[src/rtl/triangle_scanline_span_fill_assert.svh]
// Assertion macros for the triangle span fill block.
// Both expect signals named clk and rst_n in the scope where they are used.
`ifndef TRIANGLE_SCANLINE_SPAN_FILL_ASSERT_SVH
`define TRIANGLE_SCANLINE_SPAN_FILL_ASSERT_SVH

// The consequent must hold in the same cycle as the antecedent.
`define TSSF_ASSERT_NOW(label, ante, cons, msg) \
    label: assert property (@(posedge clk) disable iff (!rst_n) (ante) |-> (cons)) \
        else $error(msg);

// The consequent must hold in the cycle after the antecedent.
`define TSSF_ASSERT_NEXT(label, ante, cons, msg) \
    label: assert property (@(posedge clk) disable iff (!rst_n) (ante) |=> (cons)) \
        else $error(msg);

`endif

[src/rtl/tssf_pkg.sv]
// ----------------------------------------------------------------------------
// tssf_pkg
// Shared constants and types for the triangle scanline span fill block.
// ----------------------------------------------------------------------------
package tssf_pkg;

    localparam int COORD_BITS = 12;
    localparam int COLOR_BITS = 32;

    // Request kinds.
    localparam logic KIND_LOAD    = 1'b0;
    localparam logic KIND_ADVANCE = 1'b1;

    typedef enum logic [2:0] {
        ST_IDLE,
        ST_MUL_A,
        ST_MUL_B,
        ST_SUM,
        ST_DIV_GO,
        ST_DIV_WAIT,
        ST_EMIT
    } state_t;

    typedef enum logic {
        EDGE_LONG,
        EDGE_SHORT
    } edge_t;

endpackage

[src/rtl/tssf_ifs.sv]
// ----------------------------------------------------------------------------
// tssf_ifs
// Valid/ready channels: the request word and the span word.
// ----------------------------------------------------------------------------
interface tssf_req_if #(
    parameter int COORD_BITS = tssf_pkg::COORD_BITS
);
    logic                              valid;
    logic                              ready;
    logic                              kind;
    logic signed [COORD_BITS-1:0]      ax_in;
    logic signed [COORD_BITS-1:0]      ay_in;
    logic signed [COORD_BITS-1:0]      bx_in;
    logic signed [COORD_BITS-1:0]      by_in;
    logic signed [COORD_BITS-1:0]      cx_in;
    logic signed [COORD_BITS-1:0]      cy_in;
    logic [tssf_pkg::COLOR_BITS-1:0]   fill_color;

    modport source (
        output valid, kind, ax_in, ay_in, bx_in, by_in, cx_in, cy_in, fill_color,
        input  ready
    );
    modport sink (
        input  valid, kind, ax_in, ay_in, bx_in, by_in, cx_in, cy_in, fill_color,
        output ready
    );
endinterface

interface tssf_span_if #(
    parameter int COORD_BITS = tssf_pkg::COORD_BITS
);
    logic                              valid;
    logic                              ready;
    logic signed [COORD_BITS-1:0]      span_row;
    logic signed [COORD_BITS-1:0]      span_left;
    logic signed [COORD_BITS-1:0]      span_right;
    logic [tssf_pkg::COLOR_BITS-1:0]   span_color;
    logic                              last_span;

    modport source (
        output valid, span_row, span_left, span_right, span_color, last_span,
        input  ready
    );
    modport sink (
        input  valid, span_row, span_left, span_right, span_color, last_span,
        output ready
    );
endinterface

[src/rtl/tssf_sort.sv]
// ----------------------------------------------------------------------------
// tssf_sort
// Three compare-and-swap steps that order the vertices by ascending y.
// ----------------------------------------------------------------------------
module tssf_sort #(
    parameter int COORD_BITS = tssf_pkg::COORD_BITS
) (
    input  logic signed [COORD_BITS-1:0] ax,
    input  logic signed [COORD_BITS-1:0] ay,
    input  logic signed [COORD_BITS-1:0] bx,
    input  logic signed [COORD_BITS-1:0] by,
    input  logic signed [COORD_BITS-1:0] cx,
    input  logic signed [COORD_BITS-1:0] cy,
    output logic signed [COORD_BITS-1:0] sx [3],
    output logic signed [COORD_BITS-1:0] sy [3]
);

    logic signed [COORD_BITS-1:0] x0a, y0a, x1a, y1a;
    logic signed [COORD_BITS-1:0] x0b, y0b, x2b, y2b;
    logic signed [COORD_BITS-1:0] x1c, y1c, x2c, y2c;

    // Swaps happen only on strict greater-than, so a step never swaps two equal rows.
    always_comb
    begin
        if (ay > by)
        begin
            x0a = bx; y0a = by; x1a = ax; y1a = ay;
        end
        else
        begin
            x0a = ax; y0a = ay; x1a = bx; y1a = by;
        end

        if (y0a > cy)
        begin
            x0b = cx; y0b = cy; x2b = x0a; y2b = y0a;
        end
        else
        begin
            x0b = x0a; y0b = y0a; x2b = cx; y2b = cy;
        end

        if (y1a > y2b)
        begin
            x1c = x2b; y1c = y2b; x2c = x1a; y2c = y1a;
        end
        else
        begin
            x1c = x1a; y1c = y1a; x2c = x2b; y2c = y2b;
        end

        sx[0] = x0b; sy[0] = y0b;
        sx[1] = x1c; sy[1] = y1c;
        sx[2] = x2c; sy[2] = y2c;
    end

endmodule

[src/rtl/tssf_div.sv]
// ----------------------------------------------------------------------------
// tssf_div
// Restoring divider, one quotient bit per cycle. The caller guarantees that
// the quotient fits in COORD_BITS bits, so the upper numerator half is
// already smaller than the divisor and only the low half is shifted through.
// ----------------------------------------------------------------------------
module tssf_div #(
    parameter int COORD_BITS = tssf_pkg::COORD_BITS
) (
    input  logic                      clk,
    input  logic                      rst_n,
    input  logic                      start,
    input  logic [2*COORD_BITS:0]     num,
    input  logic [COORD_BITS-1:0]     den,
    output logic                      done,
    output logic [COORD_BITS-1:0]     quot
);

    localparam int CW = $clog2(COORD_BITS + 1);

    logic [COORD_BITS-1:0] rem_reg,  rem_next;
    logic [COORD_BITS-1:0] q_reg,    q_next;
    logic [CW-1:0]         cnt_reg,  cnt_next;
    logic                  done_reg, done_next;
    logic [COORD_BITS:0]   trial;
    logic [COORD_BITS:0]   diff;

    always_comb
    begin
        trial     = {rem_reg, q_reg[COORD_BITS-1]};
        diff      = trial - {1'b0, den};
        rem_next  = rem_reg;
        q_next    = q_reg;
        cnt_next  = cnt_reg;
        done_next = 1'b0;
        if (start)
        begin
            rem_next = num[2*COORD_BITS-1:COORD_BITS];
            q_next   = num[COORD_BITS-1:0];
            cnt_next = CW'(COORD_BITS);
        end
        else if (cnt_reg != '0)
        begin
            if (trial >= {1'b0, den})
            begin
                rem_next = diff[COORD_BITS-1:0];
                q_next   = {q_reg[COORD_BITS-2:0], 1'b1};
            end
            else
            begin
                rem_next = trial[COORD_BITS-1:0];
                q_next   = {q_reg[COORD_BITS-2:0], 1'b0};
            end
            cnt_next  = cnt_reg - CW'(1);
            done_next = (cnt_reg == CW'(1));
        end
    end

    always_ff @(posedge clk or negedge rst_n)
    begin
        if (!rst_n)
        begin
            cnt_reg  <= '0;
            done_reg <= 1'b0;
        end
        else
        begin
            cnt_reg  <= cnt_next;
            done_reg <= done_next;
        end
    end

    always_ff @(posedge clk)
    begin
        rem_reg <= rem_next;
        q_reg   <= q_next;
    end

    assign done = done_reg;
    assign quot = q_reg;

endmodule

[src/rtl/triangle_scanline_span_fill.sv]
// ----------------------------------------------------------------------------
// triangle_scanline_span_fill
// Sorts a loaded triangle by y and emits one horizontal span per advance while a
// triangle is loaded.
//   Channel  Role  Word
//   req      sink  kind, three vertices, fill color
//   span     src   row, left x, right x, color, last flag
//
// A load word produces no span.
// An advance word keeps ready low while each edge in turn takes two multiplier
// passes, a sum and a divider start, then the divider at one quotient bit per
// cycle; the emit step then loads the span register.
// Reset clears the stored triangle and leaves the block idle with no span.
// A waiting span holds the next advance in its last step, where no word is
// taken; loads are still taken while the block is idle.
// ----------------------------------------------------------------------------
`include "triangle_scanline_span_fill_assert.svh"

module triangle_scanline_span_fill #(
    parameter int COORD_BITS = tssf_pkg::COORD_BITS
) (
    input  logic          clk,
    input  logic          rst_n,
    tssf_req_if.sink      req,
    tssf_span_if.source   span
);

    localparam int PW = 2 * COORD_BITS + 2;

    tssf_pkg::state_t state_reg, state_next;
    tssf_pkg::edge_t  edge_reg,  edge_next;

    logic signed [COORD_BITS-1:0] x_reg [3];
    logic signed [COORD_BITS-1:0] y_reg [3];
    logic signed [COORD_BITS-1:0] x_next [3];
    logic signed [COORD_BITS-1:0] y_next [3];
    logic signed [COORD_BITS-1:0] sx [3];
    logic signed [COORD_BITS-1:0] sy [3];
    logic signed [COORD_BITS-1:0] row_reg, row_next;
    logic [tssf_pkg::COLOR_BITS-1:0] color_reg, color_next;
    logic                         busy_reg, busy_next;

    logic signed [PW-1:0]         prod_reg, prod_next;
    logic signed [PW-1:0]         acc_reg,  acc_next;
    logic signed [COORD_BITS:0]   ea_reg, ea_next;
    logic signed [COORD_BITS:0]   eb_reg, eb_next;

    logic                         out_valid_reg, out_valid_next;
    logic signed [COORD_BITS-1:0] out_row_reg,   out_row_next;
    logic signed [COORD_BITS-1:0] out_left_reg,  out_left_next;
    logic signed [COORD_BITS-1:0] out_right_reg, out_right_next;
    logic [tssf_pkg::COLOR_BITS-1:0] out_color_reg, out_color_next;
    logic                         out_last_reg,  out_last_next;

    // Edge operands for the edge under way.
    logic signed [COORD_BITS-1:0] xa, xb, ya;
    logic signed [COORD_BITS:0]   xa_ext, xb_ext, dx;
    logic signed [COORD_BITS:0]   row_ext, ya_ext, yh_ext;
    logic signed [COORD_BITS:0]   t_diff, h_diff;
    logic [COORD_BITS-1:0]        t_val, h_val;
    logic                         h_zero;

    logic signed [COORD_BITS:0]   mul_a, mul_b;
    logic signed [PW-1:0]         mul_p;
    logic [PW-1:0]                mag;
    logic signed [COORD_BITS:0]   q_ext, q_signed, q_val;

    logic                         div_start, div_done;
    logic [COORD_BITS-1:0]        div_quot;

    logic                         accept;
    logic                         out_free;
    logic signed [COORD_BITS:0]   lo, hi;
    logic                         last;

    tssf_sort #(
        .COORD_BITS (COORD_BITS)
    ) u_sort (
        .ax (req.ax_in),
        .ay (req.ay_in),
        .bx (req.bx_in),
        .by (req.by_in),
        .cx (req.cx_in),
        .cy (req.cy_in),
        .sx (sx),
        .sy (sy)
    );

    tssf_div #(
        .COORD_BITS (COORD_BITS)
    ) u_div (
        .clk   (clk),
        .rst_n (rst_n),
        .start (div_start),
        .num   (mag[PW-2:0]),
        .den   (h_val),
        .done  (div_done),
        .quot  (div_quot)
    );

    assign accept   = req.valid && req.ready;
    assign req.ready = (state_reg == tssf_pkg::ST_IDLE);
    assign out_free = !out_valid_reg || span.ready;

    // The long edge runs top to bottom; the short edge switches segments
    // after the middle vertex's row.
    always_comb
    begin
        if (edge_reg == tssf_pkg::EDGE_LONG)
        begin
            xa = x_reg[0]; xb = x_reg[2]; ya = y_reg[0];
            yh_ext = {y_reg[2][COORD_BITS-1], y_reg[2]};
        end
        else if (row_reg <= y_reg[1])
        begin
            xa = x_reg[0]; xb = x_reg[1]; ya = y_reg[0];
            yh_ext = {y_reg[1][COORD_BITS-1], y_reg[1]};
        end
        else
        begin
            xa = x_reg[1]; xb = x_reg[2]; ya = y_reg[1];
            yh_ext = {y_reg[2][COORD_BITS-1], y_reg[2]};
        end
    end

    assign xa_ext  = {xa[COORD_BITS-1], xa};
    assign xb_ext  = {xb[COORD_BITS-1], xb};
    assign dx      = xb_ext - xa_ext;
    assign row_ext = {row_reg[COORD_BITS-1], row_reg};
    assign ya_ext  = {ya[COORD_BITS-1], ya};
    assign t_diff  = row_ext - ya_ext;
    assign h_diff  = yh_ext - ya_ext;
    assign t_val   = t_diff[COORD_BITS-1:0];
    assign h_val   = h_diff[COORD_BITS-1:0];
    assign h_zero  = (h_val == '0);

    // Shared multiplier: first x_a * h, then (x_b - x_a) * t.
    assign mul_a = (state_reg == tssf_pkg::ST_MUL_A) ? xa_ext : dx;
    assign mul_b = (state_reg == tssf_pkg::ST_MUL_A) ? $signed({1'b0, h_val})
                                                     : $signed({1'b0, t_val});
    assign mul_p = mul_a * mul_b;

    // Truncation toward zero: divide the magnitude and restore the sign.
    assign mag      = acc_reg[PW-1] ? $unsigned(-acc_reg) : $unsigned(acc_reg);
    assign q_ext    = $signed({1'b0, div_quot});
    assign q_signed = acc_reg[PW-1] ? -q_ext : q_ext;
    assign q_val    = h_zero ? xa_ext : q_signed;

    assign lo   = (ea_reg < eb_reg) ? ea_reg : eb_reg;
    assign hi   = (ea_reg < eb_reg) ? eb_reg : ea_reg;
    assign last = (row_reg >= y_reg[2]);

    always_comb
    begin
        state_next     = state_reg;
        edge_next      = edge_reg;
        x_next         = x_reg;
        y_next         = y_reg;
        row_next       = row_reg;
        color_next     = color_reg;
        busy_next      = busy_reg;
        prod_next      = prod_reg;
        acc_next       = acc_reg;
        ea_next        = ea_reg;
        eb_next        = eb_reg;
        div_start      = 1'b0;
        out_valid_next = out_valid_reg && !span.ready;
        out_row_next   = out_row_reg;
        out_left_next  = out_left_reg;
        out_right_next = out_right_reg;
        out_color_next = out_color_reg;
        out_last_next  = out_last_reg;

        case (state_reg)
            tssf_pkg::ST_IDLE:
            begin
                if (accept)
                begin
                    if (req.kind == tssf_pkg::KIND_LOAD)
                    begin
                        x_next     = sx;
                        y_next     = sy;
                        row_next   = sy[0];
                        color_next = req.fill_color;
                        busy_next  = 1'b1;
                    end
                    else if (busy_reg)
                    begin
                        edge_next  = tssf_pkg::EDGE_LONG;
                        state_next = tssf_pkg::ST_MUL_A;
                    end
                end
            end
            tssf_pkg::ST_MUL_A:
            begin
                prod_next  = mul_p;
                state_next = tssf_pkg::ST_MUL_B;
            end
            tssf_pkg::ST_MUL_B:
            begin
                acc_next   = prod_reg;
                prod_next  = mul_p;
                state_next = tssf_pkg::ST_SUM;
            end
            tssf_pkg::ST_SUM:
            begin
                acc_next   = acc_reg + prod_reg;
                state_next = tssf_pkg::ST_DIV_GO;
            end
            tssf_pkg::ST_DIV_GO:
            begin
                div_start  = 1'b1;
                state_next = tssf_pkg::ST_DIV_WAIT;
            end
            tssf_pkg::ST_DIV_WAIT:
            begin
                if (div_done)
                begin
                    if (edge_reg == tssf_pkg::EDGE_LONG)
                    begin
                        ea_next    = q_val;
                        edge_next  = tssf_pkg::EDGE_SHORT;
                        state_next = tssf_pkg::ST_MUL_A;
                    end
                    else
                    begin
                        eb_next    = q_val;
                        state_next = tssf_pkg::ST_EMIT;
                    end
                end
            end
            tssf_pkg::ST_EMIT:
            begin
                if (out_free)
                begin
                    out_valid_next = 1'b1;
                    out_row_next   = row_reg;
                    out_left_next  = lo[COORD_BITS-1:0];
                    out_right_next = hi[COORD_BITS-1:0];
                    out_color_next = color_reg;
                    out_last_next  = last;
                    if (last)
                    begin
                        busy_next = 1'b0;
                    end
                    else
                    begin
                        row_next = row_reg + COORD_BITS'(1);
                    end
                    state_next = tssf_pkg::ST_IDLE;
                end
            end
            default:
            begin
                state_next = tssf_pkg::ST_IDLE;
            end
        endcase
    end

    always_ff @(posedge clk or negedge rst_n)
    begin
        if (!rst_n)
        begin
            state_reg     <= tssf_pkg::ST_IDLE;
            edge_reg      <= tssf_pkg::EDGE_LONG;
            x_reg         <= '{default: '0};
            y_reg         <= '{default: '0};
            row_reg       <= '0;
            color_reg     <= '0;
            busy_reg      <= 1'b0;
            out_valid_reg <= 1'b0;
        end
        else
        begin
            state_reg     <= state_next;
            edge_reg      <= edge_next;
            x_reg         <= x_next;
            y_reg         <= y_next;
            row_reg       <= row_next;
            color_reg     <= color_next;
            busy_reg      <= busy_next;
            out_valid_reg <= out_valid_next;
        end
    end

    always_ff @(posedge clk)
    begin
        prod_reg      <= prod_next;
        acc_reg       <= acc_next;
        ea_reg        <= ea_next;
        eb_reg        <= eb_next;
        out_row_reg   <= out_row_next;
        out_left_reg  <= out_left_next;
        out_right_reg <= out_right_next;
        out_color_reg <= out_color_next;
        out_last_reg  <= out_last_next;
    end

    assign span.valid      = out_valid_reg;
    assign span.span_row   = out_row_reg;
    assign span.span_left  = out_left_reg;
    assign span.span_right = out_right_reg;
    assign span.span_color = out_color_reg;
    assign span.last_span  = out_last_reg;

    `TSSF_ASSERT_NEXT(a_advance_starts,
        accept && req.kind == tssf_pkg::KIND_ADVANCE && busy_reg,
        state_reg == tssf_pkg::ST_MUL_A,
        "advance word on a loaded triangle did not start the edge work")
    `TSSF_ASSERT_NOW(a_span_from_emit,
        $rose(out_valid_reg),
        $past(state_reg) == tssf_pkg::ST_EMIT,
        "span word appeared without the emit step")
    `TSSF_ASSERT_NOW(a_div_done_waited,
        div_done,
        state_reg == tssf_pkg::ST_DIV_WAIT,
        "divider finished while the sequencer was not waiting for it")
    `TSSF_ASSERT_NOW(a_span_ordered,
        out_valid_reg,
        out_left_reg <= out_right_reg,
        "span word has left x greater than right x")

endmodule

[src/flat_wrapper.sv]
// flat-port wrapper written by rule: the top's interface ports become plain ports
module triangle_scanline_span_fill_flat 
#(
    parameter int COORD_BITS = tssf_pkg::COORD_BITS
)
  (clk, rst_n, req_valid, req_kind, req_ax_in, req_ay_in, req_bx_in, req_by_in, req_cx_in, req_cy_in, req_fill_color, req_ready, span_valid, span_span_row, span_span_left, span_span_right, span_span_color, span_last_span, span_ready);
  tssf_req_if #(.COORD_BITS(COORD_BITS)) req_i ();
  tssf_span_if #(.COORD_BITS(COORD_BITS)) span_i ();
  input  logic clk;
  input  logic rst_n;
  input wire logic [$bits(req_i.valid)-1:0] req_valid;
  input wire logic [$bits(req_i.kind)-1:0] req_kind;
  input wire logic [$bits(req_i.ax_in)-1:0] req_ax_in;
  input wire logic [$bits(req_i.ay_in)-1:0] req_ay_in;
  input wire logic [$bits(req_i.bx_in)-1:0] req_bx_in;
  input wire logic [$bits(req_i.by_in)-1:0] req_by_in;
  input wire logic [$bits(req_i.cx_in)-1:0] req_cx_in;
  input wire logic [$bits(req_i.cy_in)-1:0] req_cy_in;
  input wire logic [$bits(req_i.fill_color)-1:0] req_fill_color;
  output wire logic [$bits(req_i.ready)-1:0] req_ready;
  output wire logic [$bits(span_i.valid)-1:0] span_valid;
  output wire logic [$bits(span_i.span_row)-1:0] span_span_row;
  output wire logic [$bits(span_i.span_left)-1:0] span_span_left;
  output wire logic [$bits(span_i.span_right)-1:0] span_span_right;
  output wire logic [$bits(span_i.span_color)-1:0] span_span_color;
  output wire logic [$bits(span_i.last_span)-1:0] span_last_span;
  input wire logic [$bits(span_i.ready)-1:0] span_ready;
  assign req_i.valid = req_valid;
  assign req_i.kind = req_kind;
  assign req_i.ax_in = req_ax_in;
  assign req_i.ay_in = req_ay_in;
  assign req_i.bx_in = req_bx_in;
  assign req_i.by_in = req_by_in;
  assign req_i.cx_in = req_cx_in;
  assign req_i.cy_in = req_cy_in;
  assign req_i.fill_color = req_fill_color;
  assign req_ready = req_i.ready;
  assign span_valid = span_i.valid;
  assign span_span_row = span_i.span_row;
  assign span_span_left = span_i.span_left;
  assign span_span_right = span_i.span_right;
  assign span_span_color = span_i.span_color;
  assign span_last_span = span_i.last_span;
  assign span_i.ready = span_ready;
  triangle_scanline_span_fill #(.COORD_BITS(COORD_BITS)) u_core (.clk(clk), .rst_n(rst_n), .req(req_i), .span(span_i));
endmodule
[config.mk]
export PLATFORM = sky130hd
export DESIGN_NAME = triangle_scanline_span_fill_flat
export DESIGN_NICKNAME = d
export VERILOG_FILES = /design/src/rtl/tssf_pkg.sv /design/src/rtl/tssf_ifs.sv /design/src/rtl/tssf_sort.sv /design/src/rtl/tssf_div.sv /design/src/rtl/triangle_scanline_span_fill.sv /design/src/flat_wrapper.sv
export VERILOG_INCLUDE_DIRS = /design/src /design/src/rtl
export SDC_FILE = /design/constraint.sdc
export NUM_CORES = 1
export LEC_CHECK = 0
export BUFFER_PORTS_ARGS = -buffer_cell sky130_fd_sc_hd__buf_2
export CORE_AREA = 2 2 209 293
export CTS_CLUSTER_SIZE = 24
export DETAILED_ROUTE_END_ITERATION = 8
export DIE_AREA = 0 0 211 295
export GPL_TIMING_DRIVEN = 1
export PLACE_DENSITY = 0.66
export SYNTH_ARGS = -nofsm -noshare
export SYNTH_HDL_FRONTEND = slang
export SYNTH_HIERARCHICAL = 1
export SYNTH_SLANG_ARGS = --single-unit
[constraint.sdc]
create_clock -name clk -period 11.95 [get_ports clk]
set_input_delay 1.195 -clock clk [delete_from_list [all_inputs] [get_ports clk]]
set_output_delay 1.195 -clock clk [all_outputs]
set_load 0.01 [all_outputs]
==> impl_results.md, run 1 <==
- Synthesized area: 0.02661 mm²
- Final setup fails: 0
- Core ar.: 0.05955 mm²
- CP startpoint kind: flip-flop
- Reg2Reg Setup Slack: 990 ps
- RSZ-0062 raised after global routing: no
- Reg-to-reg startpoint: u_core/row_reg[9]
- Vias per cell: 5.516
- WS Path Type: flip-flop to flip-flop
- Pin count of the biggest net entering global routing: 80
- Buf/Inv on CP: 5
- CTS max path bufs: 3
- Average cell area after synthesis: 9.068 µm²
- Routed WL: 73.20 mm
- Area after DPL: 0.02824 mm²
- Total negative slack: 0 ps
- CP peak stage delay: 860 ps
- Critical path capture point: u_core/prod_reg[25]
- Share of cells above drive strength 1: 13.14%
- R2R depth: 39
- I/O pins: 180
- Critical Path AT: 11300 ps
- Final instance area: 0.02931 mm²
- Vias: 21250
- Die height: 295 µm
- Total setup buffers inserted after CTS: 0
- DRT Pass-1 Iters: 7
- Initial core utilization: 44.68%
- CTS sink count: 298
- Antenna diodes: 0
- Reg2reg end: u_core/prod_reg[25]
- Final #Nets: 3534
- Cells after Synth: 2934
- Most frequent cells in the layout: nand2_1, inv_1, ha_1, buf_2, edfxtp_1
- Total CTS buffers: 31
- Fmax: 91.22 MHz
- Detailed Place HPWL: 57.85 mm
- Max-slew violation count: 0
- TritonCTS clock tree: done
- Tot GR Track Use: 23.90%
- Crit path depth: 39
- Initial detailed-routing violation count: 1550
- Outcome: complete, no violations
- Setup ws final: 988.0 ps
- Vias in the first global route: 21600
- Synth warn: 6
- CP startpoint: u_core/row_reg[9]
- CTS H-tree lvls: 1
- Grt total ovfl: 0
- Hold slack: 445.2 ps
- Clock-pin slew of the registers on the worst-case setup and hold paths: 60 ps
- Pre-CTS WS: 929.6 ps
- Element type at the critical path end: flip-flop
- Rows: 106
- Detail Route Antenna Nets: 0
- GP Congestion: 0.9430
- Wire length per cell: 19.00 µm
- Die Area: 0.06225 mm²
- Crit-path slowest cell: fa_1
- CTS Hold Bufs: 0
- Max-cap violations: 0
- CP Data Required Time: 12290 ps
- Most used cell, CP: fa_1
- Root Buffer: clkbuf_16
- IO Port Bufs: 179
- Synth-to-Final Area Change: 10.16%
- Global-route wire length before repair: 116.8 mm
- Worst min path class: flip-flop to flip-flop
- Slew @ Worst Pin: 1262 ps
- Fin crit period: 10960 ps
- Clk_lat worst skew: 610 ps
- Family with the most delay on the worst path: adder cells
- Final Cycle Share: 91.73%
- Final hold viol count: 0
- CP Max Fanout: 7
- Clock skew: 40.72 ps
- Chip width: 211 µm
- DR DRC count: 0
- Most common cell after layout, fill and taps aside: nand2_1
- Post-Syn Nets: 3396
- Initial antenna violation count: 0
- Worst slew margin: 14.96%
- Post-CTS Resized: 0
## layer usage
layer  wire (µm)  vias up  global-route usage [%]  share of wire (%)
met1       27840    10240                   26.41                 38
met3        2392      193                   2.040                3.3
li1            -    10280                       -                  -
met4        5694        0                   16.04                7.8
met2       37280      538                   43.59                 51
met5           0        -                       0                  0
## worst reg2reg max path, delay by kind of cell, from the launching register on
family | cells | cell delay (ps)
mux | 1 | 320
buf+inv | 5 | 680
simple gates | 9 | 2320
xor+xnor | 1 | 120
flops | 1 | 470
fa+ha+maj | 9 | 4210
compound gates | 14 | 2590
## worst min-delay path by stage
stage / slack (ps) / to / cells after the start / startpoint
floorplan: 420 / u_core/span.span_color[0] / 0 / u_core/color_reg[0]
global placement: 430 / u_core/span.span_color[4] / 0 / u_core/color_reg[4]
detailed placement: 430 / u_core/span.span_color[23] / 0 / u_core/color_reg[23]
CTS: 450 / u_core/span.span_color[14] / 0 / u_core/color_reg[14]
global route: 450 / u_core/span.span_color[25] / 0 / u_core/color_reg[25]
finish: 450 / u_core/span.span_color[21] / 0 / u_core/color_reg[21]
## cell type report
class | instances | area, µm²
fillers | 5643 | 30240
multi-input cells | 2157 | 16380
flip-flops and latches | 298 | 8313
inverters | 358 | 1344
repair buffers | 226 | 1255
well taps | 756 | 945.9
clock buffers | 44 | 917.1
clock inverters | 14 | 152.6
## per-stage QoR
step           std cells  util [%]
2_1_floorplan       2934         -
3_3_place_gp        3795     47.42
3_5_place_dp        3795     47.42
4_1_cts             3853     49.22
5_1_grt             3853     49.22
6_report            3853     49.22
Power of run 1 is not shown: default switching activity piles up to over one toggle a cycle in this logic, so the estimate is an artifact.
==> inputs of run 2 (changes only) <==
--- a/config.mk
+++ b/config.mk
@@ -11,8 +11,7 @@
 export CTS_CLUSTER_SIZE = 24
 export DETAILED_ROUTE_END_ITERATION = 8
 export DIE_AREA = 0 0 211 295
-export GPL_TIMING_DRIVEN = 1
-export PLACE_DENSITY = 0.66
+export GPL_TIMING_DRIVEN = 0
 export SYNTH_ARGS = -nofsm -noshare
 export SYNTH_HDL_FRONTEND = slang
 export SYNTH_HIERARCHICAL = 1
==> impl_results.md, run 2 (synthesized netlist as in run 1, its figures left out) <==
- Max-slew violation count: 0 (unchanged)
- Critical Path AT: 11740 ps (+440 ps)
- Die height: 295 µm (unchanged)
- Crit-path slowest cell: mux2i_2
- Number of fill cells: 5688 (+0.80%)
- CP peak stage delay: 660 ps (-200 ps)
- Detailed Place HPWL: 67.27 mm (+16%)
- WHS Endpoint: u_core/span.span_color[16]
- Vias: 21950 (+3.3%)
- Slew @ Worst Pin: 1367 ps (+104.8 ps)
- Clk_lat worst skew: 550 ps (-60 ps)
- Vias per cell: 5.567 (+0.93%)
- Core ar.: 0.05955 mm² (unchanged)
- Reg2reg end: u_core/prod_reg[25]
- Clock skew: 20.81 ps (-19.90 ps)
- Most used cell, CP: fa_1
- DRT Pass-1 Iters: 7 (unchanged)
- Reg-to-reg startpoint: u_core/row_reg[11]
- Met3 WL post-DR: 3.127 mm (+31%)
- I/O pins: 180 (unchanged)
- M1 wire length: 31.32 mm (+13%)
- Most frequent cells in the layout: nand2_1, inv_1, ha_1, buf_2, edfxtp_1
- DR DRC count: 0 (unchanged)
- Share of cells above drive strength 1: 13.56% (+0.41 points)
- Hold path startpoint: u_core/color_reg[16]
- Pin count of the biggest net entering global routing: 78 (-2.5%)
- Element type at the critical path end: flip-flop
- CTS sink count: 298 (unchanged)
- DR top layer: met4
- CTS H-tree lvls: 2 (+1)
- Detail Route Antenna Nets: 0 (unchanged)
- Outcome: complete, no violations
- Fin crit period: 11490 ps (+528.9 ps)
- Global-route wire length before repair: 129.8 mm (+11%)
- CP Data Required Time: 12200 ps (-90 ps)
- Clock-pin slew of the registers on the worst-case setup and hold paths: 60 ps (about the same)
- Initial antenna violation count: 1 (+1)
- CP startpoint kind: flip-flop
- Wire length per cell: 20.97 µm (+10%)
- Initial detailed-routing violation count: 1349 (-13%)
- R2R depth: 41 (+5.1%)
- IO Port Bufs: 179 (unchanged)
- Grt total ovfl: 0 (unchanged)
- CP Max Fanout: 10 (+3)
- Max-cap violations: 0 (unchanged)
- Worst slew margin: 7.895% (-7.1 points)
- Setup ws final: 459.1 ps (-528.9 ps)
- Most common cell after layout, fill and taps aside: nand2_1
- Cell count after placement: 3874 (+2.1%)
- Vias in the first global route: 23110 (+7.0%)
- TritonCTS clock tree: done
- Root Buffer: clkbuf_16
- CTS max path bufs: 3 (unchanged)
- Routed WL: 82.70 mm (+13%)
- GP Congestion: 0.9620 (+2.0%)
- Final hold viol count: 0 (unchanged)
- Non-filler cells, final: 3943 (+2.3%)
- Tot GR Track Use: 27.02% (+3.1 points)
- Met2 WL: 42.39 mm (+14%)
- CTS Hold Bufs: 0 (unchanged)
- Final Cycle Share: 96.16% (+4.4 points)
- Final #Nets: 3623 (+2.5%)
- Total CTS buffers: 34 (+9.7%)
- Reg2Reg Setup Slack: 460 ps (-530 ps)
- WS Path Type: flip-flop to flip-flop
- Initial core utilization: 44.68% (unchanged)
- Synth-to-Final Area Change: 12.47%
- Die Area: 0.06225 mm² (unchanged)
- Antenna diodes: 0 (unchanged)
- Pre-CTS WS: -761.5 ps (-1691 ps)
- Worst min path class: flip-flop to flip-flop
- Worst hold stages: 0 (unchanged)
- Final setup fails: 0 (unchanged)
- Rows: 106 (unchanged)
- Fmax: 87.03 MHz (-4.6%)
- Chip width: 211 µm (unchanged)
-- run 2: changes by cell type in the layout (fill, tap and decap cells not counted), moves of 3 or more --
cell | previous run | this run
clkbuf_8 | 5 | 0
clkbuf_2 | 0 | 3
buf_12 | 0 | 3
buf_1 | 0 | 7
mux2i_1 | 64 | 61
buf_4 | 47 | 18
a21oi_1 | 109 | 104
buf_2 | 178 | 196
buf_6 | 1 | 11
clkbuf_1 | 6 | 74
bufinv_16 | 2 | 6
a21oi_2 | 16 | 20
-- run 2: per-stage QoR --
step	TNS (ps)	util [%]	hold slack [ps]	instance area, µm²
final	0	50.25	445.2	29920
after CTS	0	50.08	441.9	29820
after floorplan	0	-	424.8	26610
after detailed placement	-2935	47.97	430.0	28560
after global placement	-2221	47.77	428.0	28450
after global routing	-58.48	50.25	443.9	29920
-- run 2: worst max-delay path: cells and delay by family, from the launching register on --
kind	cells	cell delay [ps]
mux	1	660
simple gates	10	1920
xor+xnor	1	230
fa+ha+maj	9	4010
flops	1	550
buf+inv	6	790
compound gates	14	3030
-- run 2: how the worst max path moves through the flow --
stage / slack, ps / end / start / cells past startpoint
5_1_grt: -40 / u_core/prod_reg[24] / u_core/row_reg[11] / 44
2_1_floorplan: 1920 / u_core/prod_reg[25] / u_core/y_reg[23] / 40
6_report: 460 / u_core/prod_reg[25] / u_core/row_reg[11] / 41
3_5_place_dp: -760 / u_core/prod_reg[25] / u_core/row_reg[11] / 41
3_3_place_gp: -620 / u_core/prod_reg[25] / u_core/row_reg[11] / 41
4_1_cts: 80 / u_core/prod_reg[24] / u_core/row_reg[11] / 45
-- run 2: repair_timing --
action | in CTS | in global routing
pin swaps | 1 | 4
gates resized for setup | 13 | 18
gates cloned | 0 | 0
setup endpoints to repair | 8 | 5
buffers inserted | 2 | 5
-- run 2: area by class of cell --
cell class	instances	area (µm²)	area share [%]
well taps	756	945.9	3.161
clock inverters	22	294.0	0.9826
clock buffers	40	894.6	2.990
inverters	358	1344	4.491
repair buffers	191	1052	3.517
flip-flops and latches	298	8313	27.78
multi-input cells	2157	16460	55.00
plain buffers	121	620.6	2.074
-- run 2: layer usage --
layer | GRT usage [%] | vias up
li1 | - | 10450
met1 | 30.09 | 10640
met2 | 49.52 | 648
met3 | 2.762 | 221
met4 | 16.33 | 0
met5 | 0 | -
Power of run 2 is left out for the same reason.
==> inputs of run 3 (changes only) <==
--- a/config.mk
+++ b/config.mk
@@ -7,11 +7,12 @@
 export NUM_CORES = 1
 export LEC_CHECK = 0
 export BUFFER_PORTS_ARGS = -buffer_cell sky130_fd_sc_hd__buf_2
-export CORE_AREA = 2 2 209 293
+export CORE_AREA = 2 2 182 255
 export CTS_CLUSTER_SIZE = 24
 export DETAILED_ROUTE_END_ITERATION = 8
-export DIE_AREA = 0 0 211 295
+export DIE_AREA = 0 0 184 257
 export GPL_TIMING_DRIVEN = 0
+export PLACE_DENSITY = 0.78
 export SYNTH_ARGS = -nofsm -noshare
 export SYNTH_HDL_FRONTEND = slang
 export SYNTH_HIERARCHICAL = 1
==> impl_results.md, run 3 (synthesized netlist as in run 1, its figures left out) <==
- Outcome: complete, no violations
- GP Congestion: 0.9894 (+2.8%)
- Most frequent cells in the layout: nand2_1, inv_1, ha_1, buf_2, edfxtp_1
- Reg-to-reg startpoint: u_core/y_reg[19]
- Grt total ovfl: 0 (unchanged)
- Slew @ Worst Pin: 1396 ps (+28.58 ps)
- Final hold viol count: 0 (unchanged)
- Max-cap violations: 0 (unchanged)
- Initial detailed-routing violation count: 1992 (+48%)
- Clk_lat worst skew: 610 ps (+60 ps)
- CP Max Fanout: 10 (unchanged)
- Reg2Reg Setup Slack: 480 ps (+20 ps)
- Total CTS buffers: 31 (-8.8%)
- CTS Hold Bufs: 0 (unchanged)
- Hold path startpoint: u_core/color_reg[21]
- CP Data Required Time: 12240 ps (+40 ps)
- Reg2reg end: u_core/prod_reg[25]
- RSZ-0062 raised after global routing: no
- Synth-to-Final Area Change: 11.10%
- Tot GR Track Use: 33.34% (+6.3 points)
- Vias: 22600 (+2.9%)
- Root Buffer: clkbuf_16
- IO Port Bufs: 179 (unchanged)
- Fin crit period: 11470 ps (-21.59 ps)
- R2R depth: 43 (+4.9%)
- Buf/Inv on CP: 8 (+2)
- Final #Nets: 3616 (-0.19%)
- Clock skew: 23.55 ps (+2.736 ps)
- I/O pins: 180 (unchanged)
- Detailed Place HPWL: 62.33 mm (-7.3%)
- Rows: 92 (-13%)
- Element type at the critical path end: flip-flop
- Antenna diodes: 0 (unchanged)
- Share of cells above drive strength 1: 13.31% (-0.25 points)
- CP startpoint kind: flip-flop
- Fmax: 87.19 MHz (+0.19%)
- DR DRC count: 0 (unchanged)
- Worst hold stages: 0 (unchanged)
- Worst slew margin: 5.970% (-1.9 points)
- Crit-path slowest cell: fa_1
- Pin count of the biggest net entering global routing: 86 (+10%)
- Routed WL: 77.96 mm (-5.7%)
- Die height: 257 µm (-13%)
- Vias per cell: 6.037 (+8.4%)
- Die Area: 0.04729 mm² (-24%)
- Initial antenna violation count: 1 (unchanged)
- CP peak stage delay: 560 ps (-100 ps)
- Family with the most delay on the worst path: adder cells
- TritonCTS clock tree: done
- Multi-input logic area: 0.01642 mm² (-0.22%)
- WS Path Type: flip-flop to flip-flop
- CTS max path bufs: 3 (unchanged)
- Chip width: 184 µm (-13%)
- Number of fill cells: 3688 (-35%)
- Most common cell after layout, fill and taps aside: nand2_1
- Global-route wire length before repair: 123.1 mm (-5.2%)
- Vias in the first global route: 23010 (-0.40%)
- CTS H-tree lvls: 1 (-1)
- Detail Route Antenna Nets: 0 (unchanged)
- Final Cycle Share: 95.98% (-0.18 points)
- Max-slew violation count: 0 (unchanged)
- DRT Pass-1 Iters: 9 (+2)
- Critical Path AT: 11760 ps (+20 ps)
- Initial core utilization: 59.26% (+15 points)
- Hold slack: 448.0 ps (+2.822 ps)
- Core ar.: 0.04489 mm² (-25%)
- CTS sink count: 298 (unchanged)
- Final setup fails: 0 (unchanged)
- WHS Endpoint: u_core/span.span_color[21]
- Total area of sequential cells: 0.008314 mm² (about the same)
- Worst min path class: flip-flop to flip-flop
- Clock-pin slew of the registers on the worst-case setup and hold paths: 70 ps (about the same)
- Util after Layout: 65.84% (+16 points)
- Wire length per cell: 20.83 µm (-0.70%)
## run 3: cell count changes in the layout (fill, tap and decap cells not counted), moves of 3 or more
cell and change:
buf_4 -4, clkinv_4 +3, clkbuf_16 -4, inv_6 -4
## run 3: layout make-up
cell class,count,share of cell area (%)
well taps,564,2.387
clock inverters,23,1.101
plain buffers,121,2.078
inverters,358,4.546
clock buffers,35,2.675
flip-flops and latches,298,28.13
repair buffers,187,3.526
multi-input cells,2157,55.56
## run 3: worst max path at each step
stage          depth (start not counted)                  end  slack, ps          startpoint
4_1_cts                               40  u_core/prod_reg[25]         20  u_core/row_reg[11]
6_report                              43  u_core/prod_reg[25]        480    u_core/y_reg[19]
3_5_place_dp                          40  u_core/prod_reg[25]       -460   u_core/row_reg[9]
5_1_grt                               43  u_core/prod_reg[25]         10    u_core/y_reg[19]
2_1_floorplan                         40  u_core/prod_reg[25]       1920    u_core/y_reg[23]
3_3_place_gp                          41  u_core/prod_reg[25]       -320  u_core/row_reg[11]
## run 3: layer usage
layer	track usage, %	vias to the layer above	part of all wire, %
met1	38.11	10800	36
met3	3.609	307	5.9
met2	57.48	1041	50
met4	24.53	0	8.5
li1	-	10450	-
met5	0	-	0
## run 3: per-stage QoR
stage,instance area [µm²],instances,setup WS [ps],setup TNS [ps]
CTS,29490,3740,18.12,0
detailed placement,28340,3682,-459.9,-940.8
finish,29560,3743,480.7,0
global placement,28210,3677,-317.2,-501.7
global route,29560,3743,9.682,0
floorplan,26610,2934,1916,0
## run 3: timing repair
item / in CTS / in global routing
setup endpoints to repair: 4 / 4
setup buffers: 0 / 3
cloned: 0 / 0
gates resized for setup: 6 / 16
pin swaps: 0 / 2
Power of run 3 is left out for the same reason.
